`config.mk`:
```
export PLATFORM = sky130hd
export DESIGN_NAME = buddy_page_allocator_core_flat
export DESIGN_NICKNAME = d
export VERILOG_FILES = /design/src/rtl/bpa_pkg.sv /design/src/rtl/bpa_if.sv /design/src/rtl/buddy_page_allocator_core.sv /design/src/rtl/bpa_ctrl.sv /design/src/rtl/bpa_datapath.sv /design/src/flat_wrapper.sv
export SDC_FILE = /design/constraint.sdc
export NUM_CORES = 2
export LEC_CHECK = 0
export BUFFER_PORTS_ARGS = -buffer_cell sky130_fd_sc_hd__buf_4
export CAP_MARGIN = 40
export CORE_UTILIZATION = 50
export DETAILED_ROUTE_END_ITERATION = 8
export PLACE_DENSITY = 0.69
export SLEW_MARGIN = 20
export SYNTH_ARGS = -nofsm -noshare
export SYNTH_HDL_FRONTEND = slang
export SYNTH_SLANG_ARGS = --single-unit
```
`constraint.sdc`:
```
create_clock -name clk -period 82 [get_ports clk]
set_clock_uncertainty 0.2 [all_clocks]
set_input_delay 16.4 -clock clk [delete_from_list [all_inputs] [get_ports clk]]
set_output_delay 16.4 -clock clk [all_outputs]
set_load 0.005 [all_outputs]
```
`src/rtl/bpa_pkg.sv`:
```
// Package for the buddy page allocator: status codes, opcodes, node bit
// positions and the controller/datapath command and status structs.
// No dependencies.
`timescale 1ns / 1ps
`default_nettype none
package bpa_pkg;

  typedef enum logic [1:0] {
    ST_OK       = 2'd0,
    ST_NOSPACE  = 2'd1,
    ST_NOTFOUND = 2'd2
  } bpa_status_t;

  localparam logic OP_ALLOC = 1'b0;
  localparam logic OP_FREE  = 1'b1;

  // bit positions in one node word
  localparam int BIT_ALLOC = 0;
  localparam int BIT_SPLIT = 1;
  localparam int BIT_HEAD  = 2;

  typedef struct packed {
    logic        clr_wr;
    logic        load;
    logic        rd_scan;
    logic        scan_next;
    logic        hit_save;
    logic        sweep_wr;
    logic        anc_init;
    logic        anc_wr;
    logic        rd_sib;
    logic        merge_wr;
    logic        res_load;
    bpa_status_t res_status;
  } bpa_cmd_t;

  typedef struct packed {
    logic clr_last;
    logic ord_big;
    logic op_alloc;
    logic scan_hit;
    logic scan_last;
    logic sweep_last;
    logic ptr_zero;
    logic sib_busy;
  } bpa_sts_t;

endpackage
`default_nettype wire

```
`src/rtl/bpa_if.sv`:
```
// Request and response channel interfaces of the buddy page allocator.
// No dependencies.
`timescale 1ns / 1ps
`default_nettype none
interface bpa_req_if;
  logic        valid;
  logic        ready;
  logic        operation;
  logic [3:0]  order;
  logic [47:0] free_address;
  modport source (output valid, operation, order, free_address, input ready);
  modport sink (input valid, operation, order, free_address, output ready);
endinterface

interface bpa_rsp_if;
  logic        valid;
  logic        ready;
  logic [1:0]  status;
  logic [47:0] block_address;
  logic [3:0]  freed_order;
  modport source (output valid, status, block_address, freed_order, input ready);
  modport sink (input valid, status, block_address, freed_order, output ready);
endinterface
`default_nettype wire

```
`src/rtl/buddy_page_allocator_core.sv`:
```
// Top level of the buddy page allocator: APB register, sequencer and datapath.
// Depends on bpa_pkg, bpa_if, bpa_ctrl and bpa_datapath.
//
//   channel  dir  handshake      beat
//   req      in   valid/ready    operation, order, free_address
//   rsp      out  valid/ready    status, block_address, freed_order
//   apb      in   psel/penable   base_address at paddr 0, 64-bit data
//
// After reset a clearing pass writes all 2^(MAX_LEVEL+1) node words, one per
// cycle, with req.ready low; APB writes are taken throughout.
// Allocate: tries each node at the order's level (up to 2^(MAX_LEVEL-order)),
// then sweeps the 2^(order+1)-1 subtree nodes and marks the MAX_LEVEL-order
// ancestors. Free: scans up to 2^(MAX_LEVEL+1)-1 nodes, sweeps the subtree
// and merges level by level. A result waits in the output register while
// the next beat is taken.
`timescale 1ns / 1ps
`default_nettype none
module buddy_page_allocator_core #(
  parameter int MAX_LEVEL  = 8,
  parameter int PAGE_SHIFT = 12,
  parameter int ADDR_WIDTH = 48
) (
  input  logic        clk,
  input  logic        rst,
  bpa_req_if.sink     req,
  bpa_rsp_if.source   rsp,
  input  logic        psel,
  input  logic        penable,
  input  logic        pwrite,
  input  logic [3:0]  paddr,
  input  logic [63:0] pwdata,
  output logic [63:0] prdata,
  output logic        pready
);
  import bpa_pkg::*;

  logic [47:0] base_address;
  bpa_cmd_t    cmd;
  bpa_sts_t    sts;

  assign pready = 1'b1;
  assign prdata = (paddr[3] == 1'b0) ? 64'(base_address) : '0;

  always_ff @(posedge clk) begin
    if (rst) begin
      base_address <= '0;
    end else if (psel && penable && pwrite && paddr[3] == 1'b0) begin
      base_address <= pwdata[47:0];
    end
  end

  bpa_ctrl u_ctrl (
    .clk          (clk),
    .rst          (rst),
    .in_valid     (req.valid),
    .in_operation (req.operation),
    .in_ready     (req.ready),
    .out_valid    (rsp.valid),
    .out_ready    (rsp.ready),
    .sts          (sts),
    .cmd          (cmd)
  );

  bpa_datapath #(
    .MAX_LEVEL  (MAX_LEVEL),
    .PAGE_SHIFT (PAGE_SHIFT),
    .ADDR_WIDTH (ADDR_WIDTH)
  ) u_dp (
    .clk             (clk),
    .rst             (rst),
    .cmd             (cmd),
    .sts             (sts),
    .base_address    (base_address),
    .in_operation    (req.operation),
    .in_order        (req.order),
    .in_free_address (req.free_address),
    .status          (rsp.status),
    .block_address   (rsp.block_address),
    .freed_order     (rsp.freed_order)
  );

endmodule
`default_nettype wire

```
`src/rtl/bpa_ctrl.sv`:
```
// Sequencer of the buddy page allocator: clear pass, tree scan, subtree
// sweep, ancestor marking and merge walk. Depends on bpa_pkg.
`timescale 1ns / 1ps
`default_nettype none
module bpa_ctrl (
  input  logic              clk,
  input  logic              rst,
  input  logic              in_valid,
  input  logic              in_operation,
  output logic              in_ready,
  output logic              out_valid,
  input  logic              out_ready,
  input  bpa_pkg::bpa_sts_t sts,
  output bpa_pkg::bpa_cmd_t cmd
);
  import bpa_pkg::*;

  typedef enum logic [3:0] {
    S_INIT, S_IDLE, S_RD, S_CHK, S_SWEEP, S_ANC, S_MRD, S_MCHK, S_DONE
  } state_t;

  state_t      state, state_next;
  bpa_status_t st_q, st_q_next;
  logic        out_valid_next;

  assign in_ready = (state == S_IDLE);

  always_comb begin
    cmd            = '0;
    state_next     = state;
    st_q_next      = st_q;
    out_valid_next = out_valid && !out_ready;
    case (state)
      S_INIT: begin
        cmd.clr_wr = 1'b1;
        if (sts.clr_last) state_next = S_IDLE;
      end
      S_IDLE: begin
        if (in_valid) begin
          cmd.load = 1'b1;
          if (in_operation == OP_ALLOC && sts.ord_big) begin
            st_q_next  = ST_NOSPACE;
            state_next = S_DONE;
          end else begin
            state_next = S_RD;
          end
        end
      end
      S_RD: begin
        cmd.rd_scan = 1'b1;
        state_next  = S_CHK;
      end
      S_CHK: begin
        if (sts.scan_hit) begin
          cmd.hit_save = 1'b1;
          state_next   = S_SWEEP;
        end else if (sts.scan_last) begin
          st_q_next  = sts.op_alloc ? ST_NOSPACE : ST_NOTFOUND;
          state_next = S_DONE;
        end else begin
          cmd.scan_next = 1'b1;
          state_next    = S_RD;
        end
      end
      S_SWEEP: begin
        cmd.sweep_wr = 1'b1;
        if (sts.sweep_last) begin
          cmd.anc_init = 1'b1;
          state_next   = sts.op_alloc ? S_ANC : S_MRD;
        end
      end
      S_ANC: begin
        if (sts.ptr_zero) begin
          st_q_next  = ST_OK;
          state_next = S_DONE;
        end else begin
          cmd.anc_wr = 1'b1;
        end
      end
      S_MRD: begin
        if (sts.ptr_zero) begin
          st_q_next  = ST_OK;
          state_next = S_DONE;
        end else begin
          cmd.rd_sib = 1'b1;
          state_next = S_MCHK;
        end
      end
      S_MCHK: begin
        if (sts.sib_busy) begin
          st_q_next  = ST_OK;
          state_next = S_DONE;
        end else begin
          cmd.merge_wr = 1'b1;
          state_next   = S_MRD;
        end
      end
      S_DONE: begin
        if (!out_valid || out_ready) begin
          cmd.res_load   = 1'b1;
          cmd.res_status = st_q;
          out_valid_next = 1'b1;
          state_next     = S_IDLE;
        end
      end
      default: state_next = S_INIT;
    endcase
  end

  always_ff @(posedge clk) begin
    if (rst) begin
      state     <= S_INIT;
      st_q      <= ST_OK;
      out_valid <= 1'b0;
    end else begin
      state     <= state_next;
      st_q      <= st_q_next;
      out_valid <= out_valid_next;
    end
  end

endmodule
`default_nettype wire

```
`src/rtl/bpa_datapath.sv`:
```
// Datapath of the buddy page allocator: node memory, scan and sweep
// pointers, address generation and result registers. Depends on bpa_pkg.
`timescale 1ns / 1ps
`default_nettype none
module bpa_datapath #(
  parameter int MAX_LEVEL  = 8,
  parameter int PAGE_SHIFT = 12,
  parameter int ADDR_WIDTH = 48
) (
  input  logic              clk,
  input  logic              rst,
  input  bpa_pkg::bpa_cmd_t cmd,
  output bpa_pkg::bpa_sts_t sts,
  input  logic [47:0]       base_address,
  input  logic              in_operation,
  input  logic [3:0]        in_order,
  input  logic [47:0]       in_free_address,
  output logic [1:0]        status,
  output logic [47:0]       block_address,
  output logic [3:0]        freed_order
);
  import bpa_pkg::*;

  localparam int NW    = MAX_LEVEL + 1;
  localparam int NODES = 1 << NW;
  localparam int DW    = $clog2(MAX_LEVEL + 1);
  localparam int SW    = MAX_LEVEL + PAGE_SHIFT + 1;
  localparam int AW    = ADDR_WIDTH;

  // node word: {head, split, allocated}, heap numbering, slot 0 unused
  logic [2:0]    mem [NODES];
  logic [2:0]    rdata;
  logic [NW-1:0] idx, hn, sw_idx, sw_start, sw_end, ptr, cur;
  logic [DW-1:0] depth, hit_depth;
  logic [AW-1:0] off;
  logic [SW-1:0] step;
  logic          op_q;
  logic [47:0]   faddr_q, hit_addr;

  logic [AW-1:0] sum;
  logic [47:0]   node_addr;
  logic [DW-1:0] ld_depth;
  logic          we, re;
  logic [NW-1:0] waddr, raddr;
  logic [2:0]    wdata;
  logic [2:0]    sweep_data;
  logic          level_end;

  assign sum       = AW'(base_address) + off;
  assign node_addr = 48'(sum);
  assign ld_depth  = DW'(MAX_LEVEL) - DW'(in_order);

  // last node of the current tree level
  assign level_end = ((idx & (idx + NW'(1))) == '0);

  assign sts.clr_last   = &idx;
  assign sts.ord_big    = (int'(in_order) > MAX_LEVEL);
  assign sts.op_alloc   = (op_q == OP_ALLOC);
  // allocate scans one level, free scans the whole tree
  assign sts.scan_last  = level_end && ((op_q == OP_ALLOC) || idx[NW-1]);
  assign sts.scan_hit   = (op_q == OP_ALLOC) ?
                          (!rdata[BIT_ALLOC] && !rdata[BIT_SPLIT]) :
                          (rdata[BIT_HEAD] && node_addr == faddr_q);
  assign sts.sweep_last = (sw_idx == sw_end) && sw_end[NW-1];
  assign sts.ptr_zero   = (ptr == '0);
  assign sts.sib_busy   = rdata[BIT_ALLOC] | rdata[BIT_SPLIT];

  always_comb begin
    sweep_data            = '0;
    sweep_data[BIT_ALLOC] = (op_q == OP_ALLOC);
    sweep_data[BIT_HEAD]  = (op_q == OP_ALLOC) && (sw_idx == hn);
  end

  always_comb begin
    we    = 1'b0;
    waddr = idx;
    wdata = '0;
    if (cmd.clr_wr) begin
      we = 1'b1;
    end else if (cmd.sweep_wr) begin
      we    = 1'b1;
      waddr = sw_idx;
      wdata = sweep_data;
    end else if (cmd.anc_wr) begin
      we              = 1'b1;
      waddr           = ptr;
      wdata[BIT_SPLIT] = 1'b1;
    end else if (cmd.merge_wr) begin
      we    = 1'b1;
      waddr = ptr;
    end
    re    = cmd.rd_scan | cmd.rd_sib;
    raddr = cmd.rd_sib ? (cur ^ NW'(1)) : idx;
  end

  always_ff @(posedge clk) begin
    if (we) mem[waddr] <= wdata;
    if (re) rdata <= mem[raddr];
  end

  always_ff @(posedge clk) begin
    if (rst) begin
      idx <= '0;
    end else if (cmd.clr_wr) begin
      idx <= idx + NW'(1);
    end else if (cmd.load) begin
      if (in_operation == OP_ALLOC) begin
        idx <= NW'(1) << ld_depth;
      end else begin
        idx <= NW'(1);
      end
    end else if (cmd.scan_next) begin
      idx <= idx + NW'(1);
    end
  end

  always_ff @(posedge clk) begin
    if (cmd.load) begin
      op_q    <= in_operation;
      faddr_q <= in_free_address;
      off     <= '0;
      if (in_operation == OP_ALLOC) begin
        depth <= ld_depth;
        step  <= SW'(1) << (int'(in_order) + PAGE_SHIFT);
      end else begin
        depth <= '0;
        step  <= SW'(1) << (SW - 1);
      end
    end else if (cmd.scan_next) begin
      if (level_end) begin
        // next tree level: blocks half as large
        depth <= depth + DW'(1);
        off   <= '0;
        step  <= step >> 1;
      end else begin
        off <= off + AW'(step);
      end
    end
    if (cmd.hit_save) begin
      hn        <= idx;
      hit_addr  <= node_addr;
      hit_depth <= depth;
      sw_idx    <= idx;
      sw_start  <= idx;
      sw_end    <= idx;
    end else if (cmd.sweep_wr) begin
      if (sw_idx == sw_end) begin
        sw_start <= sw_start << 1;
        sw_idx   <= sw_start << 1;
        sw_end   <= {sw_end[NW-2:0], 1'b1};
      end else begin
        sw_idx <= sw_idx + NW'(1);
      end
    end
    if (cmd.anc_init) begin
      ptr <= hn >> 1;
      cur <= hn;
    end else if (cmd.anc_wr) begin
      ptr <= ptr >> 1;
    end else if (cmd.merge_wr) begin
      cur <= ptr;
      ptr <= ptr >> 1;
    end
    if (cmd.res_load) begin
      status        <= cmd.res_status;
      block_address <= (cmd.res_status == ST_OK && op_q == OP_ALLOC) ? hit_addr : '0;
      freed_order   <= (cmd.res_status == ST_OK && op_q == OP_FREE) ?
                       4'(DW'(MAX_LEVEL) - hit_depth) : '0;
    end
  end

endmodule
`default_nettype wire
```
`src/flat_wrapper.sv`:
```
// flat-port wrapper written by rule: the top's interface ports become plain ports
module buddy_page_allocator_core_flat import bpa_pkg::*;
#(
  parameter int MAX_LEVEL  = 8,
  parameter int PAGE_SHIFT = 12,
  parameter int ADDR_WIDTH = 48
)
  (clk, rst, psel, penable, pwrite, paddr, pwdata, prdata, pready, req_valid, req_operation, req_order, req_free_address, req_ready, rsp_valid, rsp_status, rsp_block_address, rsp_freed_order, rsp_ready);
  bpa_req_if req_i ();
  bpa_rsp_if rsp_i ();
  input  logic clk;
  input  logic rst;
  input  logic psel;
  input  logic penable;
  input  logic pwrite;
  input  logic [3:0] paddr;
  input  logic [63:0] pwdata;
  output logic [63:0] prdata;
  output logic pready;
  input wire logic [$bits(req_i.valid)-1:0] req_valid;
  input wire logic [$bits(req_i.operation)-1:0] req_operation;
  input wire logic [$bits(req_i.order)-1:0] req_order;
  input wire logic [$bits(req_i.free_address)-1:0] req_free_address;
  output wire logic [$bits(req_i.ready)-1:0] req_ready;
  output wire logic [$bits(rsp_i.valid)-1:0] rsp_valid;
  output wire logic [$bits(rsp_i.status)-1:0] rsp_status;
  output wire logic [$bits(rsp_i.block_address)-1:0] rsp_block_address;
  output wire logic [$bits(rsp_i.freed_order)-1:0] rsp_freed_order;
  input wire logic [$bits(rsp_i.ready)-1:0] rsp_ready;
  assign req_i.valid = req_valid;
  assign req_i.operation = req_operation;
  assign req_i.order = req_order;
  assign req_i.free_address = req_free_address;
  assign req_ready = req_i.ready;
  assign rsp_valid = rsp_i.valid;
  assign rsp_status = rsp_i.status;
  assign rsp_block_address = rsp_i.block_address;
  assign rsp_freed_order = rsp_i.freed_order;
  assign rsp_i.ready = rsp_ready;
  buddy_page_allocator_core #(.MAX_LEVEL(MAX_LEVEL), .PAGE_SHIFT(PAGE_SHIFT), .ADDR_WIDTH(ADDR_WIDTH)) u_core (.clk(clk), .rst(rst), .req(req_i), .rsp(rsp_i), .psel(psel), .penable(penable), .pwrite(pwrite), .paddr(paddr), .pwdata(pwdata), .prdata(prdata), .pready(pready));
endmodule
```
# Word level (Yosys, flattened, before mapping)
# Memory sizes are Yosys's and may differ from the RTL's. A register that Yosys moved wholly into a read port is not among the register bits.
# Index checks and enable logic that the tools add are counted.
word_totals:
  reg_bits: 344
  ram_bits: 1536
  n_memories: 1
  word_cells: 184
op_classes:
  add_sub_neg: 8
  bitwise_logic: 7
  shift: 2
  magnitude_cmp: 1
  muxes: 85
  n_reduce_logical: 37
  n_eq_ne: 22
memory_table:
  columns: ["name", "words", "width", "read_ports", "rd_clocked_by_memory_dff", "write_ports", "line", "text"]
  rows:
  - ["u_core.u_dp.mem", 512, 3, 1, 1, 1, "bpa_datapath.sv:31", "logic [2:0] mem [NODES];"]
op_table:
  columns: ["cell", "count"]
  rows:
  - ["two-way mux 9 bit", 18]
  - ["two-way mux 48 bit", 2]
  - ["two-way mux 21 bit", 4]
  - ["two-way mux 4 bit", 14]
  - ["adder 48 x 21 -> 48 bit", 1]
  - ["adder 48 bit", 1]
  - ["== test 48 bit", 1]
  - ["two-way mux 8 bit", 6]
  - ["one-hot mux 4 bit (9 select lines)", 1]
  - ["two-way mux 1 bit", 26]
  - ["<< shifter 1 x 5 -> 21 bit, first input constant", 1]
  - ["two-way mux 2 bit", 10]
  - ["adder 9 x 1 -> 9 bit, second input constant", 2]
  - ["== test 9 bit", 2]
  - ["zero test 9 bit", 2]
  - ["== test 4 x 3 -> 1 bit, second input constant", 4]
  - ["inequality test 2 x 1 -> 1 bit, second input constant", 8]
  - ["logical AND 1 bit", 12]
  - ["nonzero test 2 bit", 5]
  - ["bitwise AND 9 bit", 1]
  - ["two-way mux 3 bit", 3]
  - ["AND reduction 9 bit", 1]
  - ["<< shifter 1 x 4 -> 9 bit, first input constant", 1]
  - ["== test 4 x 2 -> 1 bit, second input constant", 2]
  - ["20 further kinds", 34]

# Depth between registers and ports, before layout
depth:
  ltp_word: 10
  mapped_depth: 17

# By module
# Synthesis repeated with hierarchy kept, for this count alone.
unflattened:
  hier_cells: 7307
  area_unflattened_um2: 83822.9
by_module_without_submodules:
  columns: ["mod", "cells_each", "area_each_um2", "instances", "seq_area_each_um2"]
  rows:
  - ["bpa_datapath", 6945, 80596.0, 1, 54322.1]
  - ["buddy_page_allocator_core", 281, 2602.5, 1, 960.9]
  - ["bpa_ctrl", 81, 624.3, 1, 140.1]

# Least setup slack after synthesis
# Ideal clock, no wire load.
synth_path:
  path_kind: "reg2reg"
  start: "register u_core.u_ctrl.state[2]"
  end: "memory u_core.u_dp.mem[0][2] (data pin)"
  path_slack_ns: 36.802
  path_buffers: 2
  stages_incl_launch_ff: 8
  arrival_time_ns: 39.586
  synth_period_minus_slack_ns: 45.198
  cell_sequence: "dfxtp_1 buf_2 nand2b_1 or3_1 clkbuf_1 nor2_1 nand4_1 nor4_1"
synth_between:
  elab_chain_cells: 4
  word_cells_on_any_way: 6
synth_rtl:
  columns: ["element", "line", "text"]
  rows:
  - ["start: declaration", "bpa_ctrl.sv:22", "state_t state, state_next;"]
  - ["start signal: assignment", "bpa_ctrl.sv:116", "state <= state_next;"]
  - ["== test 4 x 3 -> 1 bit", "bpa_ctrl.sv:33", "case (state)"]
  - ["two-way mux 2 bit", "bpa_ctrl.sv:33", null]
  - ["two-way mux 1 bit", "bpa_datapath.sv:80", "end else if (cmd.sweep_wr) begin"]
  - ["two-way mux 3 bit *", "bpa_datapath.sv:78", "if (cmd.clr_wr) begin"]
  - ["named net u_core.u_dp.wdata[2]", "bpa_datapath.sv:45", "logic [2:0] wdata;"]
  - ["end: declaration", "bpa_datapath.sv:31", null]
# Mark *: on every way through the listed nets, which the timed path passes. The rest lies on a longest branch.

# Worst setup path in the final report
layout_path:
  start: "input port paddr[3]"
  end: "output port prdata[35]"
layout_between:
  elab_chain_cells: 1
layout_rtl:
  columns: ["element", "line", "text"]
  rows:
  - ["start: declaration", "flat_wrapper.sv:16", "input logic [3:0] paddr;"]
  - ["two-way mux 48 bit", "buddy_page_allocator_core.sv:42", "assign prdata = (paddr[3] == 1'b0) ? 64'(base_address) : '0;"]
  - ["end: declaration", "flat_wrapper.sv:18", "output logic [63:0] prdata;"]
# No other way between the ends.

==> reports/metrics.yaml <==
setup_path:
  timing.critical_path.slowest_stage_cell: "sky130_fd_sc_hd__buf_4"
  crit_path_max_fanout: 50
  path_class: "input pin to primary output"
  crit-reg2reg-launch: "u_core.u_dp.ptr[4]"
  worst-endpoint-arrival_ps: 17140
  rr_worst_depth: 18
  reg2reg_setup_slack_ps: 74010
  critical_path_required_ps: 65400
  timing.critical_path.slowest_cell_delay_ps: 430
  crit_path_start_kind: "input pin"
  r2r-end: "u_core.u_dp.rdata[0]"
  critical_path.most_common_cell: "sky130_fd_sc_hd__buf_4"
  timing.critical_path.cells: "buf_4 > nor2b_1 > buf_4"
  critical_path.endpoint_type: "primary output"
die:
  core_area_mm2: 0.163
  die_h_um: 409
  pin_count: 249
  die-area_mm2: 0.167
  placementRows: 148
  floorplan.initialDensity: 0.506
  die_w_um: 409
min_path:
  worst_hold_path_type: "register to register"
  min-delay-start: "u_core.u_ctrl.st_q[0]"
  hold_end: "u_core.u_ctrl.st_q[0]"
  hold-path-cell-count: 2
clock_network:
  clk_pin_slew_ps: 60
  cts_resized: 0
  cts_setup_buffers: 0
  worst_skew_pair.late_latency_ps: 840
  clock_tree_from_tritoncts: "built"
  cts_num_sinks: 1883
  cts.hold.buffers_added: 0
  cts_made_buffers: 186
  cts_root_buf: "sky130_fd_sc_hd__clkbuf_16"
  max-clock-path-buffers: 3
  cts-htree-levels: 4
place:
  globalplace.congestion: 0.939
  placed_cells: 8183
  placement.setup.worst_slack_ps: 48250
  hpwl_um: 124000
  port_buffers: 212
detailed_routing:
  detail_route.wl_per_cell_um: 23.9
  detail-route-antenna-nets: 0
  postRouteWirelength_um: 204000
  initialDrtViolationCount: 4997
  drt-pass1-iter-count: 5
  vias_per_cell: 6.07
  drc_errors: 0
  route.vias.total: 51800
power:
  vdd.ir_drop.worst_mv: 0.0228
  power.static_leakage_nw: 28.0
  power_density_mw_per_mm2: 22.8
synthesis:
  synth_enable_flop_cells: 1771
  fraction_of_the_mapped_netlist_area_in_compound_gates: 0.0882
  seq_area_frac_synth: 0.671
  async_flop_share: 0
  yosys.area_share.simple: 0.123
  synth-adder-area-share: 0.0141
  post_synth_instance_area_mm2: 0.0826
  number_of_warnings_printed_during_yosys_synthesis: 0
  yosys.area.top_type_share: 0.644
  post-synth-top-area-cell: "sky130_fd_sc_hd__edfxtp_1"
  synth-xor-area-share: 0.0190
  netlist_top_cells_area: "sky130_fd_sc_hd__edfxtp_1 64%, sky130_fd_sc_hd__mux4_2 5.2%, sky130_fd_sc_hd__nand2_1 4.1%, sky130_fd_sc_hd__nor2_1 3.0%, sky130_fd_sc_hd__dfxtp_1 2.7%"
  yosys-mux-area-fraction: 0.0592
  netlist-cell-type-count: 89
  flip_flop_cell_with_the_highest_count_after_synthesis: "sky130_fd_sc_hd__edfxtp_1"
  synth-seq-cells: 1883
  dominant_combinational_cell_family_by_area_after_synthesis: "simple AND/OR/NAND/NOR gates"
  syn-mean-instance-area_um2: 13.5
  synthesis.instances: 6142
finish:
  final_nets: 6425
  syn2layout_area_growth_pct: 12.2
  n_antenna_cell: 0
  layout.cells.non_filler: 8538
  layout.core_utilization: 0.568
  layout_cell_share_with_drive_strength_beyond_1: 0.137
global_route:
  largest_net_degree_at_the_start_of_global_routing: 238
  grt_pass1_wl_um: 308000
  grt_overflow_total: 0
  groute.usage.overall: 0.241
  first_global_vias: 50900
  grt_antenna_before_repair: 2
run:
  maxCapViolCount: 0
status:
  result_of_the_run: "finished, final reports clean"
timing:
  relative_max_transition_margin: 0.239
  finalSetupViolCount: 0
  layout_worst_path_cycle_share: 0.411
  timing.fmax_ghz: 0.0296
  worstMarginPinSlew_ps: 1140
  hold_vio_cnt_final: 0
  period_minus_slack_ps: 33740
  pins_over_their_slew_limit: 0
  rsz0062_at_grt: "false"
  worst_slack_ps: 48260
  totalNegativeSetupSlack_ps: 0
## power by group
group          total, mW  internal (mW)  switching (mW)
clock              0.852          0.486           0.366
sequential          1.05           1.04         0.00907
combinational      0.210         0.0799           0.130
## worst max-delay path by stage
stage,from,end,cells past startpoint
floorplan,u_core.u_ctrl.state[2],u_core.u_dp.mem[0][2],7
global placement,paddr[3],prdata[41],3
detailed placement,paddr[3],prdata[35],3
CTS,paddr[3],prdata[35],3
global route,paddr[3],prdata[9],3
finish,paddr[3],prdata[35],3
## worst max-delay path, delay by kind of cell
family	cells	cell delay, ps
buffers and inverters	2	590
AND/OR/NAND/NOR	1	120
## routing by layer
metal,vias up,part of all wire,GRT usage
li1,23500,-,-
met5,-,0,0
met4,0,0.039,0.0925
met1,25800,0.40,0.320
met2,2095,0.49,0.400
met3,418,0.071,0.0397
## logic make-up after synthesis
family	after synthesis
multiplexers	241
AO/OA/AOI/OAI	979
AND/OR/NAND/NOR	2270
XOR/XNOR	155
buffers and inverters	520
adder cells (fa/ha/maj)	92
other	2
flip-flops	1883
## metrics by stage
stage | hold slack (ps) | area (µm²) | power, mW
2_1_floorplan | 235 | 82700 | 1.22
3_3_place_gp | 256 | 86000 | 1.28
3_5_place_dp | 273 | 86400 | 1.28
4_1_cts | 286 | 92600 | 2.12
5_1_grt | 297 | 92800 | 2.18
6_report | 285 | 92800 | 2.12
## state kept, by name, summed over array words and instances, names as in the netlist, 8 cells and up
name and flops:
u_core.u_dp.mem 1536, u_core.u_dp.sw_end 9, u_core.u_dp.hit_addr 48, u_core.u_dp.sw_start 8, u_core.base_address 48, u_core.u_dp.idx 9, u_core.u_dp.ptr 8, u_core.u_dp.step 21
u_core.u_dp.cur 9, u_core.u_dp.block_address 48, u_core.u_dp.faddr_q 48, u_core.u_dp.hn 9, u_core.u_dp.off 48, u_core.u_dp.sw_idx 9
## placed cells by master, fill, tap and decap left out, types with 21 or more instances in the layout
cell / instances
sky130_fd_sc_hd__o311ai_0: 99
sky130_fd_sc_hd__a211oi_1: 221
sky130_fd_sc_hd__and2_1: 250
sky130_fd_sc_hd__xnor2_1: 92
sky130_fd_sc_hd__nand4_1: 50
sky130_fd_sc_hd__nor2b_1: 63
sky130_fd_sc_hd__clkbuf_1: 34
sky130_fd_sc_hd__buf_4: 293
sky130_fd_sc_hd__a21oi_1: 164
sky130_fd_sc_hd__edfxtp_1: 1771
sky130_fd_sc_hd__a41oi_1: 23
sky130_fd_sc_hd__clkinv_1: 50
sky130_fd_sc_hd__dfxtp_1: 112
sky130_fd_sc_hd__clkbuf_16: 188
sky130_fd_sc_hd__nor4_1: 30
sky130_fd_sc_hd__mux4_2: 192
sky130_fd_sc_hd__a21o_1: 23
sky130_fd_sc_hd__ha_1: 90
sky130_fd_sc_hd__o21a_1: 21
sky130_fd_sc_hd__a311oi_1: 193
sky130_fd_sc_hd__nand2_1: 876
sky130_fd_sc_hd__clkinv_2: 31
sky130_fd_sc_hd__nor2_1: 650
sky130_fd_sc_hd__o21ai_0: 70
sky130_fd_sc_hd__inv_1: 51
sky130_fd_sc_hd__nor3_1: 56
sky130_fd_sc_hd__or3_1: 25
sky130_fd_sc_hd__xor2_1: 48
sky130_fd_sc_hd__nand3_1: 161
## cell type report
type,count,area (µm²)
multi-input cells,3754,25400
well taps,2175,2720
clock buffers,225,4870
inverters,53,200
repair buffers,327,2910
fillers,12800,70600
clock inverters,121,1260
flip-flops and latches,1883,55400
## cells in the mapped netlist, types with 21 or more instances
master,n
sky130_fd_sc_hd__buf_2,53
sky130_fd_sc_hd__o311ai_0,99
sky130_fd_sc_hd__a211oi_1,221
sky130_fd_sc_hd__nor2_1,653
sky130_fd_sc_hd__xor2_1,48
sky130_fd_sc_hd__nor4_1,31
sky130_fd_sc_hd__a21o_1,23
sky130_fd_sc_hd__edfxtp_1,1771
sky130_fd_sc_hd__buf_1,60
sky130_fd_sc_hd__o21a_1,21
sky130_fd_sc_hd__mux4_2,192
sky130_fd_sc_hd__o21ai_0,77
sky130_fd_sc_hd__nor2b_1,65
sky130_fd_sc_hd__a41oi_1,23
sky130_fd_sc_hd__buf_4,24
sky130_fd_sc_hd__dfxtp_1,112
sky130_fd_sc_hd__nand2_1,892
sky130_fd_sc_hd__nor3_1,60
sky130_fd_sc_hd__xnor2_1,92
sky130_fd_sc_hd__a21oi_1,164
sky130_fd_sc_hd__or3_1,25
sky130_fd_sc_hd__a311oi_1,193
sky130_fd_sc_hd__clkbuf_1,327
sky130_fd_sc_hd__nand3_1,161
sky130_fd_sc_hd__and2_1,250
sky130_fd_sc_hd__inv_1,52
sky130_fd_sc_hd__ha_1,90
sky130_fd_sc_hd__nand4_1,50
No activity file was read; power rests on OpenSTA's default activity.
